<file path="src/rtl/spdc_pkg.sv">
// ----------------------------------------------------------------------------
// spdc_pkg: shared types and constants
// Holds the sequencer states, the window command word and the fixed constants
// of the speed controller.
// ----------------------------------------------------------------------------
package spdc_pkg;

  localparam int unsigned NUM_W = 30;
  localparam int unsigned DEN_W = 20;

  localparam logic [23:0] SPEED_MAX  = 24'hFFFFFF;
  localparam logic [28:0] SPEED_NUM  = 29'd320000000;
  localparam logic [14:0] DUTY_FULL  = 15'd25600;
  localparam logic [14:0] DUTY_HALF  = 15'd12800;
  localparam logic [14:0] DUTY_ZERO  = 15'd0;
  localparam logic signed [26:0] INT_LIMIT = 27'sd10240000;
  localparam logic [10:0] KP_GAIN    = 11'd1375;
  localparam logic [17:0] U_HALF     = 18'd160000;
  localparam logic [37:0] U_MAG_LIM  = 38'd33554431;
  localparam logic [6:0]  TGT_LOW    = 7'd10;
  localparam logic [6:0]  TGT_HIGH   = 7'd50;

  // Reciprocals for the fixed divisors. The control divisor 320000 is split
  // into a shift by 9 and a division by 625 (ceil(2^27/625)); the duty
  // divisor 158 uses ceil(2^30/158). Both are exact over their operand ranges.
  localparam logic [17:0] U_RCP      = 18'd214749;
  localparam logic [22:0] DUTY_RCP   = 23'd6795835;

  localparam logic [1:0] REG_TARGET  = 2'd0;
  localparam logic [1:0] REG_REVERSE = 2'd1;
  localparam logic [1:0] REG_HOLD    = 2'd2;

  typedef enum logic [3:0] {
    ST_IDLE, ST_SPD, ST_SUM, ST_AVG, ST_ERR, ST_UST, ST_UQ, ST_DNUM, ST_DSCL, ST_FIN
  } spdc_state_t;

  typedef struct packed {
    logic rd;
    logic upd;
  } spdc_win_cmd_t;

endpackage

</file>
<file path="src/rtl/spdc_div.sv">
// ----------------------------------------------------------------------------
// spdc_div: restoring divider
// Unsigned division, one quotient bit per cycle, with a one-cycle done pulse.
// ----------------------------------------------------------------------------
module spdc_div (
  input  logic                      clk,
  input  logic                      rst_n,
  input  logic                      start,
  input  logic [spdc_pkg::NUM_W-1:0] num,
  input  logic [spdc_pkg::DEN_W-1:0] den,
  output logic                      done,
  output logic [spdc_pkg::NUM_W-1:0] quo
);
  import spdc_pkg::*;

  logic [NUM_W-1:0] q_r, q_nxt;
  logic [DEN_W-1:0] rem_r, rem_nxt, den_r;
  logic [4:0]       cnt_r, cnt_nxt;
  logic             done_r, done_nxt;
  logic [DEN_W:0]   trial;

  always_comb begin
    trial    = {rem_r, q_r[NUM_W-1]};
    q_nxt    = q_r;
    rem_nxt  = rem_r;
    cnt_nxt  = cnt_r;
    done_nxt = 1'b0;
    if (start) begin
      q_nxt   = num;
      rem_nxt = '0;
      cnt_nxt = 5'(NUM_W);
    end else if (cnt_r != 5'd0) begin
      if (trial >= {1'b0, den_r}) begin
        rem_nxt = DEN_W'(trial - {1'b0, den_r});
        q_nxt   = {q_r[NUM_W-2:0], 1'b1};
      end else begin
        rem_nxt = trial[DEN_W-1:0];
        q_nxt   = {q_r[NUM_W-2:0], 1'b0};
      end
      cnt_nxt  = cnt_r - 5'd1;
      done_nxt = (cnt_r == 5'd1);
    end
  end

  always_ff @(posedge clk) begin
    if (!rst_n) begin
      cnt_r  <= '0;
      done_r <= 1'b0;
    end else begin
      cnt_r  <= cnt_nxt;
      done_r <= done_nxt;
    end
    q_r   <= q_nxt;
    rem_r <= rem_nxt;
    if (start) den_r <= den;
  end

  assign done = done_r;
  assign quo  = q_r;

endmodule

</file>
<file path="config.mk">
export PLATFORM = sky130hd
export DESIGN_NAME = spdc_div
export DESIGN_NICKNAME = d
export VERILOG_FILES = /design/src/rtl/spdc_pkg.sv /design/src/rtl/spdc_div.sv
export SDC_FILE = /design/constraint.sdc
export NUM_CORES = 1
export LEC_CHECK = 0
export BUFFER_PORTS_ARGS = -buffer_cell sky130_fd_sc_hd__clkbuf_2
export CORE_MARGIN = 2
export CORE_UTILIZATION = 60
export DETAILED_ROUTE_END_ITERATION = 10
export PLACE_DENSITY = 0.85
export REMOVE_ABC_BUFFERS = 1
export SETUP_SLACK_MARGIN = 0.15
export SLEW_MARGIN = 10
export SYNTH_ARGS = -nofsm -noshare
export SYNTH_HDL_FRONTEND = slang
export SYNTH_SLANG_ARGS = --single-unit
</file>
<file path="constraint.sdc">
create_clock -name clk -period 6.7 [get_ports clk]
set_input_delay 1.005 -clock clk [delete_from_list [all_inputs] [get_ports clk]]
set_output_delay 1.005 -clock clk [all_outputs]
set_load 0.05 [all_outputs]
</file>
==> metrics.cfg <==
[run_status]
status = finished, final reports clean

[critical_path]
crit_path_max_incr_delay_ps = 890
slowest_stage = nor3_2
path_buf_inv = 1
critical_path.cell_chain = inv_1 > ha_1 > a21oi_1 > o21ai_1 > a21oi_1 > a21oi_1 > nor3_2 > nand2_1 > mux2_2
startpoint = den_r[14]$_DFFE_PP_
critPathRequiredTime_ps = 6800
crit_type = register to register
crit_family = simple AND/OR/NAND/NOR gates
crit_top_cell = a21oi_1
critPathLaunchType = register
cp_max_fo = 15
cp-end-kind = register
crit_arrival_ps = 3650
r2r-start = den_r[14]$_DFFE_PP_
r2r_slack_ps = 3150

[global_route]
grt_pass1_wl_um = 16000
overflow = 0
track_usage_pct = 26.1
grt_pass1_vias = 3376
grt_max_degree = 80
antenna_found_initial = 0

[run]
cap_violations = 0

[placed_design]
portBuffers = 83
place_ws_ps = 3320
gp_congestion = 0.974
dp_hpwl_um = 6570

[yosys]
synth_flop_cell = edfxtp_1
synth.distinct_cells = 63
netlist_area_um2 = 4400
synthTopCellsByArea = edfxtp_1 (34%), dfxtp_1 (12%), mux2_2 (7.9%)
syn_area_per_cell_um2 = 10.4
synth_edf_count = 50
yosys.area.top_type_share_pct = 34.1
ys_ff_latch = 76
yosysSeqAreaShare_pct = 46.0
synth_top_cell_by_area = edfxtp_1
async_reset_ff_share_pct = 0
yosysWarnings = 0
netlist_instances = 423

[power_and_ir_drop]
p_sw_uw = 811
vdd_ir_drop_max_mv = 0.248
power.leakage_nw = 2.12
switching_share_pct = 39.8
power_density_nw_per_um2 = 398
p_clk_share_pct = 22.7
power_frac_seq_pct = 32.9
comb_power_share_pct = 44.4
internal_power_mw = 1.22
power.total_mw = 2.04

[detailed_routing]
drt_pass1_iterations = 6
via_count = 3664
drc = 0
antenna_left = 0
first_iter_violations = 233
drt-total-wl_um = 10000
drt-wirelength-per-cell_um = 16.7
vias_per_cell = 6.10

[layout]
drive_gt1_share_pct = 28.9
n_antenna_cell = 0
fill_cells = 510
final_net_count = 573
syn_to_final_growth_pct = 16.3
multiInputGateArea_um2 = 2150
regArea_um2 = 2020

[timing]
finalMaxSlewViolations = 0
period_minus_slack_ps = 3550
worst_pin_slew_ps = 1160
setup_ws_ps = 3150
setup_tns_ps = 0
final_hold_viol_count = 0
fin_skew_ps = 8.63
slew_headroom_pct = 22.0
setup_violations = 0
fin_crit_sh_pct = 53.0
rsz0062_at_grt = false
timing.fmax_mhz = 282

[floorplanning]
die_w_um = 89.6
ioPinCount = 84
die_area_um2 = 8030
coreArea_um2 = 7180
die_y_um = 89.6
num_rows = 31
initial_utilization_pct = 61.3

[clock_tree]
cts_max_level = 3
cts_buffers = 9
post_cts_buffers = 0
cts_resized = 0
cts_tree = done
cts.sinks = 76
cts_root_buf = clkbuf_8
clk-insertion-delay-late_ps = 350
clk_path_buf_depth = 2
hold_buffers = 0
clkTransAtPathRegs_ps = 80

[hold_path]
holdCritPathClass = register to register
min-delay-start = rem_r[3]$_SDFFE_PP0P_

[sequential cells by signal, summed over array words and instances, names as in the netlist]
name and count:
den_r 20, done 1, rem_r 20, cnt_r 5, quo 30
[layout make-up]
type                       instances  share of cell area, %
sequential                        76                   39.5
inverter                          30                   2.20
clock buffer                      10                   2.50
tap                               99                   2.42
multi-input combinational        294                   42.1
timing repair buffer              86                   8.56
clock inverter                     6                   2.69
[routing by layer]
| metal | global-route usage, % | share of wire [%] | up-vias |
|---|---|---|---|
| met5 | 0.649 | 0 | - |
| met4 | 11.4 | 2.5 | 0 |
| met3 | 7.13 | 8.1 | 35 |
| met2 | 41.4 | 48 | 189 |
| met1 | 33.4 | 42 | 1711 |
| li1 | - | - | 1729 |
[cells by family after synthesis]
family                   synth area share (%)
AO/OA/AOI/OAI                            17.8
XOR/XNOR                                 2.19
adder cells (fa/ha/maj)                  6.72
buffers and inverters                    5.04
flip-flops                               46.0
multiplexers                             8.17
AND/OR/NAND/NOR                          14.1
[layout by cell type (no fill, tap or decap), types with 10 or more instances in the layout]
master and n:
o21ai_1 17, nand2_1 22, clkbuf_2 82, inv_1 30, nand3_1 18, xnor2_1 10, ha_1 22, dfxtp_1 26
mux2_2 31, a21oi_1 21, nor2_1 38, edfxtp_1 50
[final timing paths]
kind	end	cells past startpoint
worst max-delay path	quo[0]$_DFFE_PP_	9
worst min-delay path	rem_r[4]$_SDFFE_PP0P_	2
worst max register to register	quo[0]$_DFFE_PP_	9
worst min register to register	rem_r[4]$_SDFFE_PP0P_	2
[metrics by stage]
stage	std cells	hold slack, ps	instance area [um2]	utilization, %
final	601	513	5110	71.3
after global routing	601	545	5110	71.3
after CTS	601	518	5110	71.3
after detailed placement	585	507	4850	67.6
after global placement	585	496	4850	67.6
after floorplan	400	474	4290	-
[tightest hold or removal path, stage by stage, from the launching register on]
cell	delay, ps
dfxtp_1	330
nand3_1	60
a311oi_1	80
[synthesized netlist by cell type (10+ instances only)]
master and instances:
xnor2_1 10, a21oi_1 21, nand3_1 18, nand2_1 22, nor2_1 38, dfxtp_1 26
edfxtp_1 50, ha_1 22, inv_1 30, o21ai_1 17, mux2_2 31
[power groups by stage]
stage	registers, mW	logic (mW)	clock network, mW
after global routing	0.681	0.981	0.491
final	0.671	0.904	0.461
after floorplan	0.766	0.591	0
after detailed placement	0.676	0.880	0
after CTS	0.669	0.891	0.467
after global placement	0.673	0.855	0
No activity file was read; power rests on OpenSTA's default activity.
