===== src/rtl/spdc_pkg.sv =====
// ----------------------------------------------------------------------------
// spdc_pkg: shared types and constants
// Holds the sequencer states, the window command word and the fixed constants
// of the speed controller.
// ----------------------------------------------------------------------------
package spdc_pkg;

  localparam int unsigned NUM_W = 30;
  localparam int unsigned DEN_W = 20;

  localparam logic [23:0] SPEED_MAX  = 24'hFFFFFF;
  localparam logic [28:0] SPEED_NUM  = 29'd320000000;
  localparam logic [14:0] DUTY_FULL  = 15'd25600;
  localparam logic [14:0] DUTY_HALF  = 15'd12800;
  localparam logic [14:0] DUTY_ZERO  = 15'd0;
  localparam logic signed [26:0] INT_LIMIT = 27'sd10240000;
  localparam logic [10:0] KP_GAIN    = 11'd1375;
  localparam logic [17:0] U_HALF     = 18'd160000;
  localparam logic [37:0] U_MAG_LIM  = 38'd33554431;
  localparam logic [6:0]  TGT_LOW    = 7'd10;
  localparam logic [6:0]  TGT_HIGH   = 7'd50;

  // Reciprocals for the fixed divisors. The control divisor 320000 is split
  // into a shift by 9 and a division by 625 (ceil(2^27/625)); the duty
  // divisor 158 uses ceil(2^30/158). Both are exact over their operand ranges.
  localparam logic [17:0] U_RCP      = 18'd214749;
  localparam logic [22:0] DUTY_RCP   = 23'd6795835;

  localparam logic [1:0] REG_TARGET  = 2'd0;
  localparam logic [1:0] REG_REVERSE = 2'd1;
  localparam logic [1:0] REG_HOLD    = 2'd2;

  typedef enum logic [3:0] {
    ST_IDLE, ST_SPD, ST_SUM, ST_AVG, ST_ERR, ST_UST, ST_UQ, ST_DNUM, ST_DSCL, ST_FIN
  } spdc_state_t;

  typedef struct packed {
    logic rd;
    logic upd;
  } spdc_win_cmd_t;

endpackage


===== src/rtl/spdc_window.sv =====
// ----------------------------------------------------------------------------
// spdc_window: speed history memory and running sum
// A circular buffer in a synchronous memory; the oldest entry is read, then
// overwritten by the new speed while the running sum is corrected.
// ----------------------------------------------------------------------------
module spdc_window #(
  parameter int unsigned WINDOW = 10
) (
  input  logic                       clk,
  input  logic                       rst_n,
  input  spdc_pkg::spdc_win_cmd_t    cmd,
  input  logic [23:0]                speed,
  output logic [spdc_pkg::NUM_W-1:0] sum
);
  import spdc_pkg::*;

  localparam int unsigned PW = (WINDOW > 1) ? $clog2(WINDOW) : 1;
  localparam int unsigned CW = $clog2(WINDOW + 1);
  localparam int unsigned SW = 24 + ((WINDOW > 1) ? $clog2(WINDOW) : 0);

  logic [23:0]   mem [WINDOW];
  logic [23:0]   rd_data_r;
  logic [PW-1:0] ptr_r, ptr_nxt;
  logic [CW-1:0] cnt_r, cnt_nxt;
  logic [SW-1:0] sum_r, sum_nxt;
  logic          full;

  assign full = (cnt_r == CW'(WINDOW));

  always_comb begin
    ptr_nxt = ptr_r;
    cnt_nxt = cnt_r;
    sum_nxt = sum_r;
    if (cmd.upd) begin
      ptr_nxt = (ptr_r == PW'(WINDOW - 1)) ? '0 : ptr_r + PW'(1);
      if (!full) cnt_nxt = cnt_r + CW'(1);
      sum_nxt = sum_r + SW'(speed) - (full ? SW'(rd_data_r) : SW'(0));
    end
  end

  always_ff @(posedge clk) begin
    if (cmd.rd) rd_data_r <= mem[ptr_r];
    if (cmd.upd) mem[ptr_r] <= speed;
  end

  always_ff @(posedge clk) begin
    if (!rst_n) begin
      ptr_r <= '0;
      cnt_r <= '0;
      sum_r <= '0;
    end else begin
      ptr_r <= ptr_nxt;
      cnt_r <= cnt_nxt;
      sum_r <= sum_nxt;
    end
  end

  assign sum = NUM_W'(sum_r);

endmodule


===== config.mk =====
export PLATFORM = sky130hd
export DESIGN_NAME = spdc_window
export DESIGN_NICKNAME = d
export VERILOG_FILES = /design/src/rtl/spdc_pkg.sv /design/src/rtl/spdc_window.sv
export SDC_FILE = /design/constraint.sdc
export NUM_CORES = 1
export LEC_CHECK = 0
export ABC_CLOCK_PERIOD_IN_PS = 5290
export BUFFER_PORTS_ARGS = -buffer_cell sky130_fd_sc_hd__buf_2
export CORE_MARGIN = 4
export CORE_UTILIZATION = 57
export CTS_BUF_LIST = sky130_fd_sc_hd__clkbuf_8
export CTS_CLUSTER_DIAMETER = 50
export DETAILED_ROUTE_END_ITERATION = 10
export PLACE_DENSITY = 0.75
export REMOVE_ABC_BUFFERS = 1
export SETUP_SLACK_MARGIN = 0.4
export SYNTH_ARGS = -nofsm -noshare
export SYNTH_HDL_FRONTEND = slang
export SYNTH_SLANG_ARGS = --single-unit

===== constraint.sdc =====
create_clock -name clk -period 5.29 [get_ports clk]
set_input_delay 0.7935 -clock clk [delete_from_list [all_inputs] [get_ports clk]]
set_output_delay 0.7935 -clock clk [all_outputs]
set_load 0.02 [all_outputs]

==> flow_metrics.tcl <==
set metrics [dict create \
    end_kind "flop" \
    utilization_pct 65.0 \
    post-place-ws_ps 1220 \
    cts_setup_buffers 0 \
    syn_area_um2 13900 \
    ys_seq_area_share_pct 62.4 \
    setup-violations-final 0 \
    path_clk_slew_ps 60 \
    start_util_pct 58.5 \
    critPathLaunchType "flop" \
    clock_sinks 300 \
    power.share.clock_pct 27.8 \
    ctsHoldBuffers 0 \
    ys_async_sr_fraction_pct 0 \
    rsz0062_at_grt "no" \
    place_area_um2 14500 \
    grt_overflow 0 \
    finalHoldViolCount 0 \
    fin_area_um2 15400 \
    fin_ws_ps 1200 \
    ys_warn_count 0 \
    hp-class "reg2reg" \
    path_cells "inv_1 -> ha_1 -> and3b_1 -> and2_1 -> ha_1 -> inv_1 -> ha_1 -> fa_1 -> a21o_1 -> a21o_4 -> a211oi_4 -> or4_4 -> nand3_2 -> a21oi_2 -> mux2_1 -> o31ai_1" \
    crit_path_top_delay_cell "and3b_1" \
    synth_edf_count 264 \
    cts_made_buffers 50 \
    ioPinCount 58 \
    holdWs_ps 526 \
    powerDensity_nw_per_um2 432 \
    ys_seq_elements 300 \
    power_mw 6.66 \
    peakVddDrop_mv 0.277 \
    critPathMaxFanout 25 \
    critPathMaxStageDelay_ps 470 \
    die_x_um 164 \
    final_net_count 1117 \
    p_int_mw 4.49 \
    track_usage_pct 22.5 \
    synth.distinct_cells 64 \
    drtIter0Drc 647 \
    arrival_ps 4560 \
    slew_headroom_pct 35.9 \
    cp_data_required_time_ps 5760 \
    cts_tree "built" \
    portBuffers 55 \
    drtPass1Iterations 4 \
    pwr-share-comb_pct 29.5 \
    antenna_found_initial 1 \
    p_leak_nw 5.75 \
    core_area_um2 23700 \
    grt_pass1_vias 8185 \
    power_switching_mw 2.17 \
    grt_start_max_net_pins 53 \
    drtAntennaViolNets 0 \
    fin_worst_skew_ps 18.3 \
    post-route-min-period_ps 4090 \
    crit_type "reg2reg" \
    num_vias 8042 \
    report.final.slew_viol_count 0 \
    ctsResizeCount 0 \
    avgViaCountPerCell 5.78 \
    drv_cap 0 \
    sw_frac_of_total_pct 32.6 \
    grt_pass1_wl_mm 46.0 \
    htreeDepth 2 \
    gp_congestion 0.898 \
    cp_common_cell "ha_1" \
    drive_above_1_share_pct 19.4 \
    ys_dominant_reg_cell "edfxtp_1" \
    clk_latency_ps 560 \
    num_rows 56 \
    status "finished, final reports clean" \
    clk_path_buf_depth 3 \
    final_cells 1392 \
    fill_cells 1792 \
    hpwl_mm 17.9 \
    drc 0 \
    syn_area_per_cell_um2 14.4 \
    cts-root-buf "clkbuf_8" \
    syn_inst 960 \
    place_inst 1302 \
    wirelength_mm 28.9 \
    antenna_cells 0 \
    syn2layout_area_growth_pct 11.2 \
    fmax_mhz 245 \
    fin_crit_sh_pct 77.3 \
    die_h_um 164 \
    wire_per_inst_um 20.8 \
    seqPwrFrac_pct 42.7 \
    tns_ps 0 \
    dieArea_um2 26900 \
    tightest_slew_ps 961 \
]
-- worst paths after layout --
check	startpoint	to	slack (ps)	cells past startpoint
worst max-delay path	cnt_r[0]	sum_r[20]	1200	16
worst min-delay path	cnt_r[0]	cnt_r[0]	530	2
worst max register to register	cnt_r[0]	sum_r[20]	1200	16
worst min register to register	cnt_r[0]	cnt_r[0]	530	2
-- cell type report --
class | instances | area, µm² | area share [%]
repair buffers | 74 | 418 | 2.71
clock buffers | 52 | 716 | 4.65
multi-input cells | 506 | 4630 | 30.1
clock inverters | 38 | 194 | 1.26
flip-flops and latches | 300 | 8660 | 56.2
well taps | 319 | 399 | 2.59
inverters | 103 | 387 | 2.51
-- layer usage --
metal | track usage [%] | vias to the layer above | share of wire, % | wire length, µm
met3 | 4.52 | 50 | 6.6 | 1910
met1 | 33.1 | 4031 | 45 | 13100
met2 | 35.0 | 248 | 46 | 13400
met4 | 5.87 | 2 | 1.9 | 538
li1 | - | 3711 | - | -
met5 | 0 | - | 0.045 | 13
-- cells in the mapped netlist (all sizes together), types with 2 or more instances --
cell,count,share of area [%]
nand4,8,0.36
o21bai,3,0.16
xnor2,14,0.89
inv,102,2.8
edfxtp,264,57
xor2,9,0.57
o211ai,4,0.25
nand2b,4,0.18
clkbuf,27,0.73
mux4,48,7.8
nand3,20,0.76
and4,2,0.13
nor3,8,0.29
a31oi,8,0.47
and3,4,0.18
nor2b,28,1.3
nor2,51,1.4
nand4b,2,0.13
dfxtp,36,5.2
buf,25,0.93
a211oi,30,1.8
nand3b,2,0.11
mux2i,43,3.1
a21oi,47,1.7
or3,4,0.18
o21ai,18,0.65
ha,30,2.7
nor4,3,0.14
fa,24,3.5
a21o,24,1.4
nand2,20,0.54
and2,25,1.1
o21a,2,0.11
-- cell families (layout without fill, tap and decap cells) --
group | after synthesis | after routing | synth area share, %
AND/OR/NAND/NOR | 184 | 184 | 6.97
other | 1 | 2 | 0.0271
buffers and inverters | 155 | 267 | 4.45
adder cells (fa/ha/maj) | 54 | 54 | 6.18
flip-flops | 300 | 300 | 62.4
multiplexers | 92 | 92 | 11.0
XOR/XNOR | 23 | 23 | 1.45
AO/OA/AOI/OAI | 151 | 151 | 7.50
-- worst max-delay path, delay by kind of cell, from the launching register on --
family	cells	cell delay, ps
AO/OA/AOI/OAI	5	920
adder cells (fa/ha/maj)	4	1150
buffers and inverters	2	110
flip-flops	1	370
multiplexers	1	330
AND/OR/NAND/NOR	4	1110
-- registers in the layout, indices dropped and copies added (netlist names) --
register,count
cnt_r,4
mem,240
ptr_r,4
rd_data_r,24
sum_r,28
-- layout by cell type, fill, tap and decap left out, types with 20 or more instances in the layout --
cell / Yosys / final
edfxtp_1: 264 / 264
inv_1: 102 / 123
buf_2: 16 / 55
clkbuf_8: 0 / 52
mux4_2: 48 / 48
a21oi_1: 46 / 46
nor2_1: 51 / 45
mux2i_1: 43 / 43
dfxtp_1: 36 / 32
ha_1: 30 / 30
a211oi_1: 28 / 28
nor2b_1: 28 / 28
and2_1: 25 / 25
fa_1: 24 / 24
a21o_1: 23 / 23
nand2_1: 20 / 20
-- power groups by stage --
stage	clock network (mW)	registers, mW	logic [mW]
3_5_place_dp	0	2.89	1.94
5_1_grt	2.01	2.86	2.19
6_report	1.85	2.84	1.96
2_1_floorplan	0	2.96	1.39
4_1_cts	1.89	2.84	1.95
3_3_place_gp	0	2.89	1.91
No activity file was read; power rests on OpenSTA's default activity.
